### src/rtl/core/flv_pkg.sv
// Shared types, constants and helpers for the FLV H.264 to Annex-B converter.
package flv_pkg;

   // Most transactions one input byte can produce.
   localparam int MAX_EMIT = 5;

   // Tag header and packet type codes.
   localparam logic [3:0] CODEC_AVC  = 4'd7;
   localparam logic [7:0] PKT_CONFIG = 8'd0;
   localparam logic [7:0] PKT_NALU   = 8'd1;

   // Byte counts and indexes inside the headers.
   localparam logic [2:0] CTS_BYTES    = 3'd3;
   localparam logic [2:0] LSIZE_INDEX  = 3'd4;
   localparam logic [2:0] LSIZE_RESET  = 3'd4;
   localparam logic [1:0] START_FINAL  = 2'd3;

   // Parser phases.
   typedef enum logic [3:0] {
      PH_HEADER,
      PH_SKIP,
      PH_PKT_TYPE,
      PH_CTS_CFG,
      PH_CTS_NAL,
      PH_CFG_HDR,
      PH_CFG_NSPS,
      PH_CFG_NPPS,
      PH_CFG_LEN,
      PH_CFG_DATA,
      PH_NAL_LEN,
      PH_NAL_DATA
   } phase_type;

   // One output byte with its framing flags.
   typedef struct packed {
      logic [7:0] data;
      logic       first;
      logic       last;
      logic       trunc;
   } emit_entry_type;

   // Everything one input byte produces, handed from the parser to the buffer.
   typedef struct packed {
      logic [2:0]                      count;
      emit_entry_type [MAX_EMIT-1:0]   entry;
      logic                            kind;
      logic [3:0]                      frame_type;
      logic [31:0]                     decode_time;
      logic [33:0]                     present_time;
   } emit_batch_type;

   // Byte of the start code 00 00 00 01 at a given position.
   function automatic logic [7:0] start_code_byte(input logic [1:0] idx);
      return (idx == START_FINAL) ? 8'h01 : 8'h00;
   endfunction

endpackage

### src/rtl/core/flv_parse.sv
// Tag parser: phase tracking, length handling and per-byte output batch.
module flv_parse #(
   parameter int LENGTH_BITS = 32
) (
   input  logic                    clock,
   input  logic                    reset,
   input  logic                    take,
   input  logic [7:0]              tag_byte,
   input  logic                    last_of_tag,
   input  logic [31:0]             tag_timestamp,
   output flv_pkg::emit_batch_type batch
);

   flv_pkg::phase_type     phase_ff, phase_in;
   logic [2:0]             len_size_ff, len_size_in;
   logic [2:0]             hdr_idx_ff, hdr_idx_in;
   logic [LENGTH_BITS-1:0] acc_ff, acc_in;
   logic [LENGTH_BITS-1:0] rem_ff, rem_in;
   logic [7:0]             sets_ff, sets_in;
   logic                   in_pps_ff, in_pps_in;
   logic [3:0]             ftype_ff, ftype_in;
   logic [23:0]            cts_ff, cts_in;
   logic [31:0]            ts_ff, ts_in;
   logic                   hold_valid_ff, hold_valid_in;
   logic [7:0]             hold_byte_ff, hold_byte_in;
   logic                   hold_first_ff, hold_first_in;
   logic                   cfg_started_ff, cfg_started_in;

   // Step decode flags.
   logic [2:0]             push_n;
   logic                   push_start;
   logic                   cfg_fin;
   logic                   clear_hold;
   logic                   set_done;
   logic                   nal_hdr;
   logic                   nal_data;

   // Shared arithmetic.
   logic [2:0]             idx_sum;
   logic [LENGTH_BITS-1:0] acc_sh;
   logic [LENGTH_BITS-1:0] rem_dec;
   logic                   rem_zero;
   logic                   len_zero;
   logic [7:0]             sets_dec;
   logic [15:0]            rem16;

   // Parameter-set stream view: held byte followed by this step's pushes.
   logic [7:0]             slot_byte [flv_pkg::MAX_EMIT];
   logic                   slot_first [flv_pkg::MAX_EMIT];
   logic                   hv;
   logic [2:0]             cnt;
   logic [2:0]             cnt_m1;
   logic                   finish;

   assign idx_sum  = hdr_idx_ff + 3'd1;
   assign acc_sh   = {acc_ff[LENGTH_BITS-9:0], tag_byte};
   assign rem_dec  = rem_ff - LENGTH_BITS'(1);
   assign rem_zero = (rem_dec == '0);
   assign len_zero = (acc_sh == '0);
   assign sets_dec = sets_ff - 8'd1;
   assign rem16    = {acc_ff[7:0], tag_byte};

   // Next phase and next values of the parsing registers.
   always_comb begin
      phase_in   = phase_ff;
      len_size_in = len_size_ff;
      hdr_idx_in = hdr_idx_ff;
      acc_in     = acc_ff;
      rem_in     = rem_ff;
      sets_in    = sets_ff;
      in_pps_in  = in_pps_ff;
      ftype_in   = ftype_ff;
      cts_in     = cts_ff;
      ts_in      = ts_ff;
      push_n     = 3'd0;
      push_start = 1'b0;
      cfg_fin    = 1'b0;
      clear_hold = 1'b0;
      set_done   = 1'b0;
      nal_hdr    = 1'b0;
      nal_data   = 1'b0;
      unique case (phase_ff)
         flv_pkg::PH_HEADER: begin
            ftype_in = tag_byte[7:4];
            ts_in    = tag_timestamp;
            phase_in = (tag_byte[3:0] == flv_pkg::CODEC_AVC) ? flv_pkg::PH_PKT_TYPE
                                                             : flv_pkg::PH_SKIP;
         end
         flv_pkg::PH_SKIP: begin
         end
         flv_pkg::PH_PKT_TYPE: begin
            hdr_idx_in = 3'd0;
            cts_in     = 24'd0;
            if (tag_byte == flv_pkg::PKT_CONFIG) begin
               phase_in = flv_pkg::PH_CTS_CFG;
            end else if (tag_byte == flv_pkg::PKT_NALU) begin
               phase_in = flv_pkg::PH_CTS_NAL;
            end else begin
               phase_in = flv_pkg::PH_SKIP;
            end
         end
         flv_pkg::PH_CTS_CFG, flv_pkg::PH_CTS_NAL: begin
            cts_in = {cts_ff[15:0], tag_byte};
            if (idx_sum >= flv_pkg::CTS_BYTES) begin
               hdr_idx_in = 3'd0;
               acc_in     = '0;
               if (phase_ff == flv_pkg::PH_CTS_CFG) begin
                  clear_hold = 1'b1;
                  phase_in   = flv_pkg::PH_CFG_HDR;
               end else begin
                  phase_in = flv_pkg::PH_NAL_LEN;
               end
            end else begin
               hdr_idx_in = idx_sum;
            end
         end
         flv_pkg::PH_CFG_HDR: begin
            if (hdr_idx_ff == flv_pkg::LSIZE_INDEX) begin
               len_size_in = {1'b0, tag_byte[1:0]} + 3'd1;
               phase_in    = flv_pkg::PH_CFG_NSPS;
            end
            hdr_idx_in = idx_sum;
         end
         flv_pkg::PH_CFG_NSPS: begin
            sets_in    = {3'b000, tag_byte[4:0]};
            in_pps_in  = 1'b0;
            hdr_idx_in = 3'd0;
            phase_in   = (tag_byte[4:0] == 5'd0) ? flv_pkg::PH_CFG_NPPS
                                                 : flv_pkg::PH_CFG_LEN;
         end
         flv_pkg::PH_CFG_NPPS: begin
            sets_in    = tag_byte;
            in_pps_in  = 1'b1;
            hdr_idx_in = 3'd0;
            if (tag_byte == 8'd0) begin
               cfg_fin  = 1'b1;
               phase_in = flv_pkg::PH_SKIP;
            end else begin
               phase_in = flv_pkg::PH_CFG_LEN;
            end
         end
         flv_pkg::PH_CFG_LEN: begin
            if (hdr_idx_ff == 3'd0) begin
               acc_in     = LENGTH_BITS'(tag_byte);
               hdr_idx_in = 3'd1;
            end else begin
               rem_in     = LENGTH_BITS'(rem16);
               push_n     = 3'd4;
               push_start = 1'b1;
               if (rem16 == 16'd0) begin
                  set_done = 1'b1;
               end else begin
                  phase_in = flv_pkg::PH_CFG_DATA;
               end
            end
         end
         flv_pkg::PH_CFG_DATA: begin
            push_n = 3'd1;
            rem_in = rem_dec;
            if (rem_zero) begin
               set_done = 1'b1;
            end
         end
         flv_pkg::PH_NAL_LEN: begin
            if (idx_sum >= len_size_ff) begin
               nal_hdr    = 1'b1;
               rem_in     = acc_sh;
               hdr_idx_in = 3'd0;
               acc_in     = '0;
               phase_in   = len_zero ? flv_pkg::PH_NAL_LEN : flv_pkg::PH_NAL_DATA;
            end else begin
               acc_in     = acc_sh;
               hdr_idx_in = idx_sum;
            end
         end
         flv_pkg::PH_NAL_DATA: begin
            nal_data = 1'b1;
            rem_in   = rem_dec;
            if (rem_zero) begin
               phase_in = flv_pkg::PH_NAL_LEN;
            end
         end
         default: begin
         end
      endcase

      // End of one parameter set: next set, picture sets, or record done.
      if (set_done) begin
         sets_in    = sets_dec;
         hdr_idx_in = 3'd0;
         if (sets_dec != 8'd0) begin
            phase_in = flv_pkg::PH_CFG_LEN;
         end else if (!in_pps_ff) begin
            phase_in = flv_pkg::PH_CFG_NPPS;
         end else begin
            cfg_fin  = 1'b1;
            phase_in = flv_pkg::PH_SKIP;
         end
      end

      // The final byte of a tag always returns to the tag header.
      if (last_of_tag) begin
         phase_in   = flv_pkg::PH_HEADER;
         hdr_idx_in = 3'd0;
         acc_in     = '0;
      end
   end

   // Line up the held parameter-set byte with the bytes pushed in this step.
   always_comb begin
      hv = hold_valid_ff && !clear_hold;
      for (int k = 0; k < flv_pkg::MAX_EMIT; k++) begin
         if (hv && (k == 0)) begin
            slot_byte[k]  = hold_byte_ff;
            slot_first[k] = hold_first_ff;
         end else begin
            slot_byte[k]  = push_start ? flv_pkg::start_code_byte(2'(hv ? k - 1 : k))
                                       : tag_byte;
            slot_first[k] = ((hv ? k - 1 : k) == 0) && !cfg_started_ff;
         end
      end
   end

   assign cnt    = 3'(hv) + push_n;
   assign cnt_m1 = cnt - 3'd1;
   assign finish = cfg_fin || last_of_tag;

   // Output batch and next state of the hold register.
   always_comb begin
      batch              = '0;
      batch.frame_type   = ftype_ff;
      batch.decode_time  = ts_ff;
      batch.present_time = {2'b00, ts_ff} + {{10{cts_ff[23]}}, cts_ff};
      hold_valid_in      = (cnt != 3'd0) && !finish;
      hold_byte_in       = hold_byte_ff;
      hold_first_in      = hold_first_ff;
      cfg_started_in     = clear_hold ? 1'b0 : (cfg_started_ff || (push_n != 3'd0));
      if (cnt != 3'd0) begin
         hold_byte_in  = slot_byte[cnt_m1];
         hold_first_in = slot_first[cnt_m1];
      end
      if (nal_hdr) begin
         batch.kind  = 1'b1;
         batch.count = 3'd4;
         for (int k = 0; k < 4; k++) begin
            batch.entry[k].data  = flv_pkg::start_code_byte(2'(k));
            batch.entry[k].first = (k == 0);
            batch.entry[k].last  = (k == 3) && (len_zero || last_of_tag);
            batch.entry[k].trunc = (k == 3) && !len_zero && last_of_tag;
         end
      end else if (nal_data) begin
         batch.kind           = 1'b1;
         batch.count          = 3'd1;
         batch.entry[0].data  = tag_byte;
         batch.entry[0].first = 1'b0;
         batch.entry[0].last  = rem_zero || last_of_tag;
         batch.entry[0].trunc = !rem_zero && last_of_tag;
      end else begin
         batch.kind  = 1'b0;
         batch.count = finish ? cnt : ((cnt == 3'd0) ? 3'd0 : cnt_m1);
         for (int k = 0; k < flv_pkg::MAX_EMIT; k++) begin
            batch.entry[k].data  = slot_byte[k];
            batch.entry[k].first = slot_first[k];
            batch.entry[k].last  = finish && (3'(k) == cnt_m1);
            batch.entry[k].trunc = finish && (3'(k) == cnt_m1) && !cfg_fin;
         end
      end
   end

   // Parser registers advance on every accepted byte.
   always_ff @(posedge clock) begin
      if (reset) begin
         phase_ff       <= flv_pkg::PH_HEADER;
         len_size_ff    <= flv_pkg::LSIZE_RESET;
         hdr_idx_ff     <= 3'd0;
         acc_ff         <= '0;
         rem_ff         <= '0;
         sets_ff        <= 8'd0;
         in_pps_ff      <= 1'b0;
         ftype_ff       <= 4'd0;
         cts_ff         <= 24'd0;
         ts_ff          <= 32'd0;
         hold_valid_ff  <= 1'b0;
         hold_byte_ff   <= 8'd0;
         hold_first_ff  <= 1'b0;
         cfg_started_ff <= 1'b0;
      end else if (take) begin
         phase_ff       <= phase_in;
         len_size_ff    <= len_size_in;
         hdr_idx_ff     <= hdr_idx_in;
         acc_ff         <= acc_in;
         rem_ff         <= rem_in;
         sets_ff        <= sets_in;
         in_pps_ff      <= in_pps_in;
         ftype_ff       <= ftype_in;
         cts_ff         <= cts_in;
         ts_ff          <= ts_in;
         hold_valid_ff  <= hold_valid_in;
         hold_byte_ff   <= hold_byte_in;
         hold_first_ff  <= hold_first_in;
         cfg_started_ff <= cfg_started_in;
      end
   end

   // A held byte exists only while a configuration record is being parsed.
   a_hold_in_cfg: assert property (@(posedge clock) disable iff (reset)
      hold_valid_ff |-> (phase_ff == flv_pkg::PH_CFG_NSPS || phase_ff == flv_pkg::PH_CFG_NPPS ||
                         phase_ff == flv_pkg::PH_CFG_LEN || phase_ff == flv_pkg::PH_CFG_DATA))
      else $error("held parameter-set byte outside a configuration record");

   // The length size always stays between one and four bytes.
   a_len_size: assert property (@(posedge clock) disable iff (reset)
      (len_size_ff != 3'd0) && (len_size_ff <= flv_pkg::LSIZE_RESET))
      else $error("length size out of range");

   // The header index never runs past the length-size byte of the record; it sits
   // one higher only while the set count byte that follows is parsed.
   a_hdr_idx: assert property (@(posedge clock) disable iff (reset)
      (phase_ff == flv_pkg::PH_CFG_NSPS) || (hdr_idx_ff <= flv_pkg::LSIZE_INDEX))
      else $error("header index out of range");

   // The final byte of a tag always leads back to the tag header.
   a_tag_end: assert property (@(posedge clock) disable iff (reset)
      take && last_of_tag |=> (phase_ff == flv_pkg::PH_HEADER) && !hold_valid_ff)
      else $error("tag end did not return to the header phase");

endmodule

### src/rtl/core/flv_obuf.sv
// Result buffer: holds one batch of output bytes and shifts them out in order.
module flv_obuf (
   input  logic                    clock,
   input  logic                    reset,
   input  logic                    load,
   input  flv_pkg::emit_batch_type batch,
   output logic                    busy,
   output logic                    rsp_valid,
   input  logic                    rsp_stall,
   output logic [7:0]              rsp_out_byte,
   output logic                    rsp_unit_kind,
   output logic [3:0]              rsp_frame_type,
   output logic                    rsp_unit_first,
   output logic                    rsp_unit_last,
   output logic [31:0]             rsp_decode_time,
   output logic signed [33:0]      rsp_present_time,
   output logic                    rsp_truncated
);

   logic [2:0]                                   count_ff, count_in;
   flv_pkg::emit_entry_type [flv_pkg::MAX_EMIT-1:0] entry_ff, entry_in;
   logic                                         kind_ff;
   logic [3:0]                                   ftype_ff;
   logic [31:0]                                  dts_ff;
   logic [33:0]                                  pts_ff;
   logic                                         drain;

   assign drain = (count_ff != 3'd0) && !rsp_stall;

   // The input side waits while more than the departing transaction remains.
   assign busy = (count_ff > 3'd1) || ((count_ff == 3'd1) && rsp_stall);

   // Load a new batch or shift the remaining entries toward the head.
   always_comb begin
      count_in = count_ff;
      entry_in = entry_ff;
      if (load) begin
         count_in = batch.count;
         entry_in = batch.entry;
      end else if (drain) begin
         count_in = count_ff - 3'd1;
         for (int i = 0; i < flv_pkg::MAX_EMIT - 1; i++) begin
            entry_in[i] = entry_ff[i+1];
         end
      end
   end

   // Count is control state; entries and unit fields are payload.
   always_ff @(posedge clock) begin
      if (reset) begin
         count_ff <= 3'd0;
      end else begin
         count_ff <= count_in;
      end
   end

   always_ff @(posedge clock) begin
      entry_ff <= entry_in;
      if (load) begin
         kind_ff  <= batch.kind;
         ftype_ff <= batch.frame_type;
         dts_ff   <= batch.decode_time;
         pts_ff   <= batch.present_time;
      end
   end

   // The head entry drives the result channel.
   assign rsp_valid        = (count_ff != 3'd0);
   assign rsp_out_byte     = entry_ff[0].data;
   assign rsp_unit_first   = entry_ff[0].first;
   assign rsp_unit_last    = entry_ff[0].last;
   assign rsp_truncated    = entry_ff[0].trunc;
   assign rsp_unit_kind    = kind_ff;
   assign rsp_frame_type   = ftype_ff;
   assign rsp_decode_time  = dts_ff;
   assign rsp_present_time = $signed(pts_ff);

   // The buffer never holds more than one full batch.
   a_count_max: assert property (@(posedge clock) disable iff (reset)
      count_ff <= 3'(flv_pkg::MAX_EMIT))
      else $error("result buffer overfilled");

   // A loaded batch with bytes shows a result in the next cycle.
   a_load_shows: assert property (@(posedge clock) disable iff (reset)
      load && (batch.count != 3'd0) |=> rsp_valid)
      else $error("loaded batch not presented");

   // A stalled result keeps the whole batch in place.
   a_stall_holds: assert property (@(posedge clock) disable iff (reset)
      rsp_valid && rsp_stall |=> $stable(count_ff))
      else $error("buffer count moved under stall");

   // An empty buffer never holds off the input side.
   a_empty_ready: assert property (@(posedge clock) disable iff (reset)
      !rsp_valid |-> !busy)
      else $error("empty buffer stalled the input");

endmodule

### src/rtl/core/flv_avc_to_annexb_converter_top.sv
// Top level of the FLV H.264 video tag to Annex-B byte stream converter.
//
//   Channel   Direction  Handshake            Payload
//   req_      in         req_valid/req_stall  tag_byte, last_of_tag, tag_timestamp
//   rsp_      out        rsp_valid/rsp_stall  out_byte, unit_kind, frame_type,
//                                             unit_first, unit_last, decode_time,
//                                             present_time, truncated
//
// Each accepted byte is parsed combinationally; its zero to five output transactions
// are loaded into a shift buffer that delivers one per cycle while rsp_stall is low,
// and a new byte is taken only when at most the departing transaction remains.
// Reset is synchronous; no clearing pass follows. rsp_stall holds the head result
// and, while only that transaction remains, propagates to req_stall in the same cycle.
module flv_avc_to_annexb_converter_top #(
   parameter int LENGTH_BITS = 32
) (
   input  logic               clock,
   input  logic               reset,
   input  logic               req_valid,
   output logic               req_stall,
   input  logic [7:0]         req_tag_byte,
   input  logic               req_last_of_tag,
   input  logic [31:0]        req_tag_timestamp,
   output logic               rsp_valid,
   input  logic               rsp_stall,
   output logic [7:0]         rsp_out_byte,
   output logic               rsp_unit_kind,
   output logic [3:0]         rsp_frame_type,
   output logic               rsp_unit_first,
   output logic               rsp_unit_last,
   output logic [31:0]        rsp_decode_time,
   output logic signed [33:0] rsp_present_time,
   output logic               rsp_truncated
);

   logic                    take;
   logic                    busy;
   flv_pkg::emit_batch_type batch;

   // An input transaction completes when valid meets a free buffer.
   assign take      = req_valid && !busy;
   assign req_stall = busy;

   flv_parse #(
      .LENGTH_BITS(LENGTH_BITS)
   ) u_parse (
      .clock        (clock),
      .reset        (reset),
      .take         (take),
      .tag_byte     (req_tag_byte),
      .last_of_tag  (req_last_of_tag),
      .tag_timestamp(req_tag_timestamp),
      .batch        (batch)
   );

   flv_obuf u_obuf (
      .clock           (clock),
      .reset           (reset),
      .load            (take),
      .batch           (batch),
      .busy            (busy),
      .rsp_valid       (rsp_valid),
      .rsp_stall       (rsp_stall),
      .rsp_out_byte    (rsp_out_byte),
      .rsp_unit_kind   (rsp_unit_kind),
      .rsp_frame_type  (rsp_frame_type),
      .rsp_unit_first  (rsp_unit_first),
      .rsp_unit_last   (rsp_unit_last),
      .rsp_decode_time (rsp_decode_time),
      .rsp_present_time(rsp_present_time),
      .rsp_truncated   (rsp_truncated)
   );

endmodule

### config.mk
export PLATFORM = sky130hd
export DESIGN_NAME = flv_avc_to_annexb_converter_top
export DESIGN_NICKNAME = d
export VERILOG_FILES = /design/src/rtl/core/flv_pkg.sv /design/src/rtl/core/flv_parse.sv /design/src/rtl/core/flv_obuf.sv /design/src/rtl/core/flv_avc_to_annexb_converter_top.sv
export SDC_FILE = /design/constraint.sdc
export NUM_CORES = 1
export LEC_CHECK = 0
export ABC_AREA = 1
export BUFFER_PORTS_ARGS = -buffer_cell sky130_fd_sc_hd__buf_2
export CAP_MARGIN = 15
export CORE_ASPECT_RATIO = 1.75
export CORE_MARGIN = 2
export CORE_UTILIZATION = 55
export CTS_CLUSTER_SIZE = 40
export DETAILED_ROUTE_END_ITERATION = 10
export PLACE_DENSITY = 0.74
export SKIP_LAST_GASP = 1
export SYNTH_ARGS = -nofsm -noshare
export SYNTH_HDL_FRONTEND = slang
export SYNTH_HIERARCHICAL = 1
export SYNTH_SLANG_ARGS = --single-unit
### constraint.sdc
create_clock -name clock -period 4.6 [get_ports clock]
set_clock_uncertainty 0.05 [all_clocks]
set_input_delay 0.46 -clock clock [delete_from_list [all_inputs] [get_ports clock]]
set_output_delay 0.46 -clock clock [all_outputs]
set_load 0.005 [all_outputs]
==> summary.md <==
| Metric | Value |
|---|---|
| Most frequent cell after synthesis | `nand2_1` |
| ANT cells | `0` |
| Ys flop type | `dfxtp_1` |
| Worst R2R Start | `u_parse/hdr_idx_ff[0]` |
| Worst path arrival time | `4290 ps` |
| Placed Cells | `2,423` |
| Place WS | `801.3 ps` |
| Antenna violations before repair | `0` |
| Die Span X | `130.2 um` |
| Clk slew on worst S/H paths | `70 ps` |
| FF+latch area | `6766 um^2` |
| GRT overflow | `0` |
| Top cells by count, synth | `531 x nand2_1, 241 x inv_1, 191 x nor2_1` |
| Tot Pwr | `11.72 mW` |
| Sink Count | `275` |
| Initial core utilization | `56.09%` |
| # fillers | `2,529` |
| TritonCTS clock tree | `done` |
| Ranking of synthesized cells by area | `edfxtp_1 25%, dfxtp_1 19%, nand2_1 13%` |
| CP Max Fanout | `21` |
| Die Y | `224.8 um` |
| Post_cts resized | `0` |
| Antenna-violating nets left | `0` |
| Unrepaired setup endpoints after global routing | `false` |
| DRT iter0 DRCs | `812` |
| Hold wc startpoint | `req_tag_timestamp[11]` |
| Endpoint class of the critical path | `flop` |
| 1st-pass router iterations | `6` |
| Detail Placement HPWL | `34,290 um` |
| GP Congestion | `0.9994` |
| WHS Path Cells | `3` |
| # rows | `80` |
| H-tree levels | `1` |
| Synth top area share | `24.69%` |
| Routed len/inst | `18.18 um` |
| Via-per-instance ratio | `5.486` |
| CTS Buf Count | `26` |
| Register bit total from synthesis | `275` |
| Seq/Total Area, Yosys | `44.15%` |
| Synth Instances | `2,007` |
| Fin cells | `2,471` |
| Global router's overall resource usage | `30.73%` |
| Largest net degree at the start of global routing | `82` |
| Area of the multi-input gates | `7071 um^2` |
| Crit share post-route | `84.85%` |
| # hold bufs at CTS | `0` |
| Synth Warn # | `6` |
| Class of the worst hold path | `in -> reg` |
| PwrDens | `692.5 nW/um^2` |
| Slowest stage delay, CP | `480 ps` |
| Worst R2R End | `u_parse/hold_byte_ff[3]` |
| Crit path max-delay cell type | `nor3_1` |
| Clk root buf | `clkbuf_16` |
| Worst setup margin | `696.9 ps` |
| Status | `finished clean` |
| Crit path required time | `4990 ps` |
| Post-synth top area cell | `edfxtp_1` |
| Post-synth EDFFs | `126` |
| Crit-path cells | `inv_1, ha_1, inv_1, nor2_1, nor3_1, inv_1, nand2_1, nand2_1, ha_1, ha_1, inv_1, xor2_1, inv_1, a21oi_1, a221oi_1` |
| Lkg Pwr | `7.719 nW` |
| Via count | `13,560` |
| Critical Path Start Type | `flop` |
| Nets | `2,182` |
| Crit path kind | `reg -> reg` |
| IR drop worst, VDD | `0.5555 mV` |
| Hold Vio Cnt, Final | `0` |
| F_max | `256.2 MHz` |
| Die footprint | `29,270 um^2` |
| Least-Margin Pin Slew | `971.7 ps` |
| Core ar. | `27,330 um^2` |
| Setup TNS | `0 ps` |
| Clock buffer depth | `3` |
| Slew HR | `34.98%` |
| Asr flop ratio synth | `0%` |
| Area growth, synth to finish | `10.39%` |
| CP dominant cell by count | `inv_1` |
| Final min period | `3903 ps` |
| DR DRC count | `0` |
| Global-route wire length before repair | `69,250 um` |
| # Post-CTS Setup Buffers | `0` |
| PortBufs | `128` |
| Vias in the first global route | `13,390` |
| Max Cap Viol | `0` |
| Worst-Skew Late Latency | `550 ps` |
| R2R Setup Slk | `700 ps` |
| I/O pin count | `129` |
| Count of different cell masters after synthesis | `57` |
| Avg Cell Area, Syn | `7.636 um^2` |
| Worst Hold Endpoint | `u_parse/ts_ff[11]` |
| Synthesized area | `15,330 um^2` |
| Max-slew violation count | `0` |
| Share of layout cells above drive strength 1 | `11.94%` |
| Worst R2R Path Depth | `15` |
| Setup violators final | `0` |
| Overall routed net length | `44,930 um` |
## flip-flops by register name (all words and copies together) (netlist names), 4 cells and up
name	count
u_obuf/entry_ff	44
u_obuf/rsp_present_time	34
u_obuf/rsp_decode_time	32
u_parse/rem_ff	32
u_parse/ts_ff	32
u_parse/acc_ff	24
u_parse/cts_ff	24
u_obuf/rsp_out_byte	8
u_parse/hold_byte_ff	8
u_parse/sets_ff	8
u_obuf/rsp_frame_type	4
u_parse/ftype_ff	4
u_parse/phase_ff	4
## worst max-delay path by stage
stage                          start                 endpoint  slack, ps  cells after the start
2_1_floorplan     u_obuf/count_ff[1]       u_parse/acc_ff[13]        860                     13
3_3_place_gp   u_parse/hdr_idx_ff[0]      u_obuf/entry_ff[22]        930                     16
3_5_place_dp   u_parse/hdr_idx_ff[0]  u_parse/hold_byte_ff[1]        800                     15
4_1_cts        u_parse/hdr_idx_ff[0]  u_parse/hold_byte_ff[3]        720                     15
5_1_grt        u_parse/hdr_idx_ff[0]  u_parse/hold_byte_ff[6]        400                     15
6_report       u_parse/hdr_idx_ff[0]  u_parse/hold_byte_ff[3]        700                     15
## cell families (layout without fill, tap and decap cells)
group | count (synthesis) | in the layout | synth area share (%)
DFF | 275 | 275 | 44.15
AOI/OAI and AO/OA | 399 | 399 | 14.61
adders and majority gates | 55 | 55 | 4.539
other | 1 | 3 | 0.02447
and+or+nand+nor | 886 | 886 | 24.57
xor gates and xnor gates | 39 | 39 | 2.229
buffers and inverters | 352 | 445 | 9.887
## per-layer routing
| metal | routed length (um) | GRT usage (%) | up-vias | share of wire (%) |
|---|---|---|---|---|
| met1 | 15350 | 29.65 | 6285 | 34 |
| met5 | 0 | 0 | - | 0 |
| met3 | 1750 | 3.402 | 157 | 3.9 |
| met2 | 24310 | 58.88 | 414 | 54 |
| met4 | 3511 | 21.16 | 0 | 7.8 |
| li1 | - | - | 6699 | - |
## layout by cell type (no fill, tap or decap), types with 17 or more instances in the layout
cell | synthesis | routed
dfxtp_1 | 149 | 149
nand4_1 | 23 | 23
nand2_1 | 531 | 531
o21ai_1 | 18 | 17
o21ai_0 | 133 | 133
ha_1 | 54 | 54
clkbuf_16 | 0 | 28
nor2_1 | 191 | 191
xor2_1 | 22 | 22
xnor2_1 | 17 | 17
buf_2 | 6 | 128
a21oi_1 | 174 | 174
nand3_1 | 64 | 63
inv_1 | 241 | 240
edfxtp_1 | 126 | 126
## power by group
group	switching (mW)	internal (mW)
logic	3.87	1.62
clock network	0.929	1.33
registers	0.382	3.58
total	5.18	6.54
## critical path: cells and delay by family, from the launching register on
kind / cells / cell delay [ps]
compound gates: 2 / 410
xor+xnor: 1 / 180
fa+ha+maj: 3 / 1110
buf+inv: 5 / 610
flops: 1 / 400
simple gates: 4 / 1010
## layout make-up
type                    instances  share of cell area [%]
clock buffers                  34                   4.275
inverters                     253                   5.620
clock inverters                14                   1.021
well taps                     369                   2.729
flip-flops and latches        275                   39.99
multi-input cells            1382                   41.79
repair buffers                144                   4.570
## metrics by stage
stage	util, %	area, um^2	hold slack, ps
after floorplan	-	15340	358.2
after global placement	58.64	16020	362.7
after detailed placement	58.64	16020	366.2
after CTS	61.91	16920	145.2
after global routing	61.91	16920	164.5
final	61.91	16920	156.9
No activity file was read; power rests on OpenSTA's default activity.
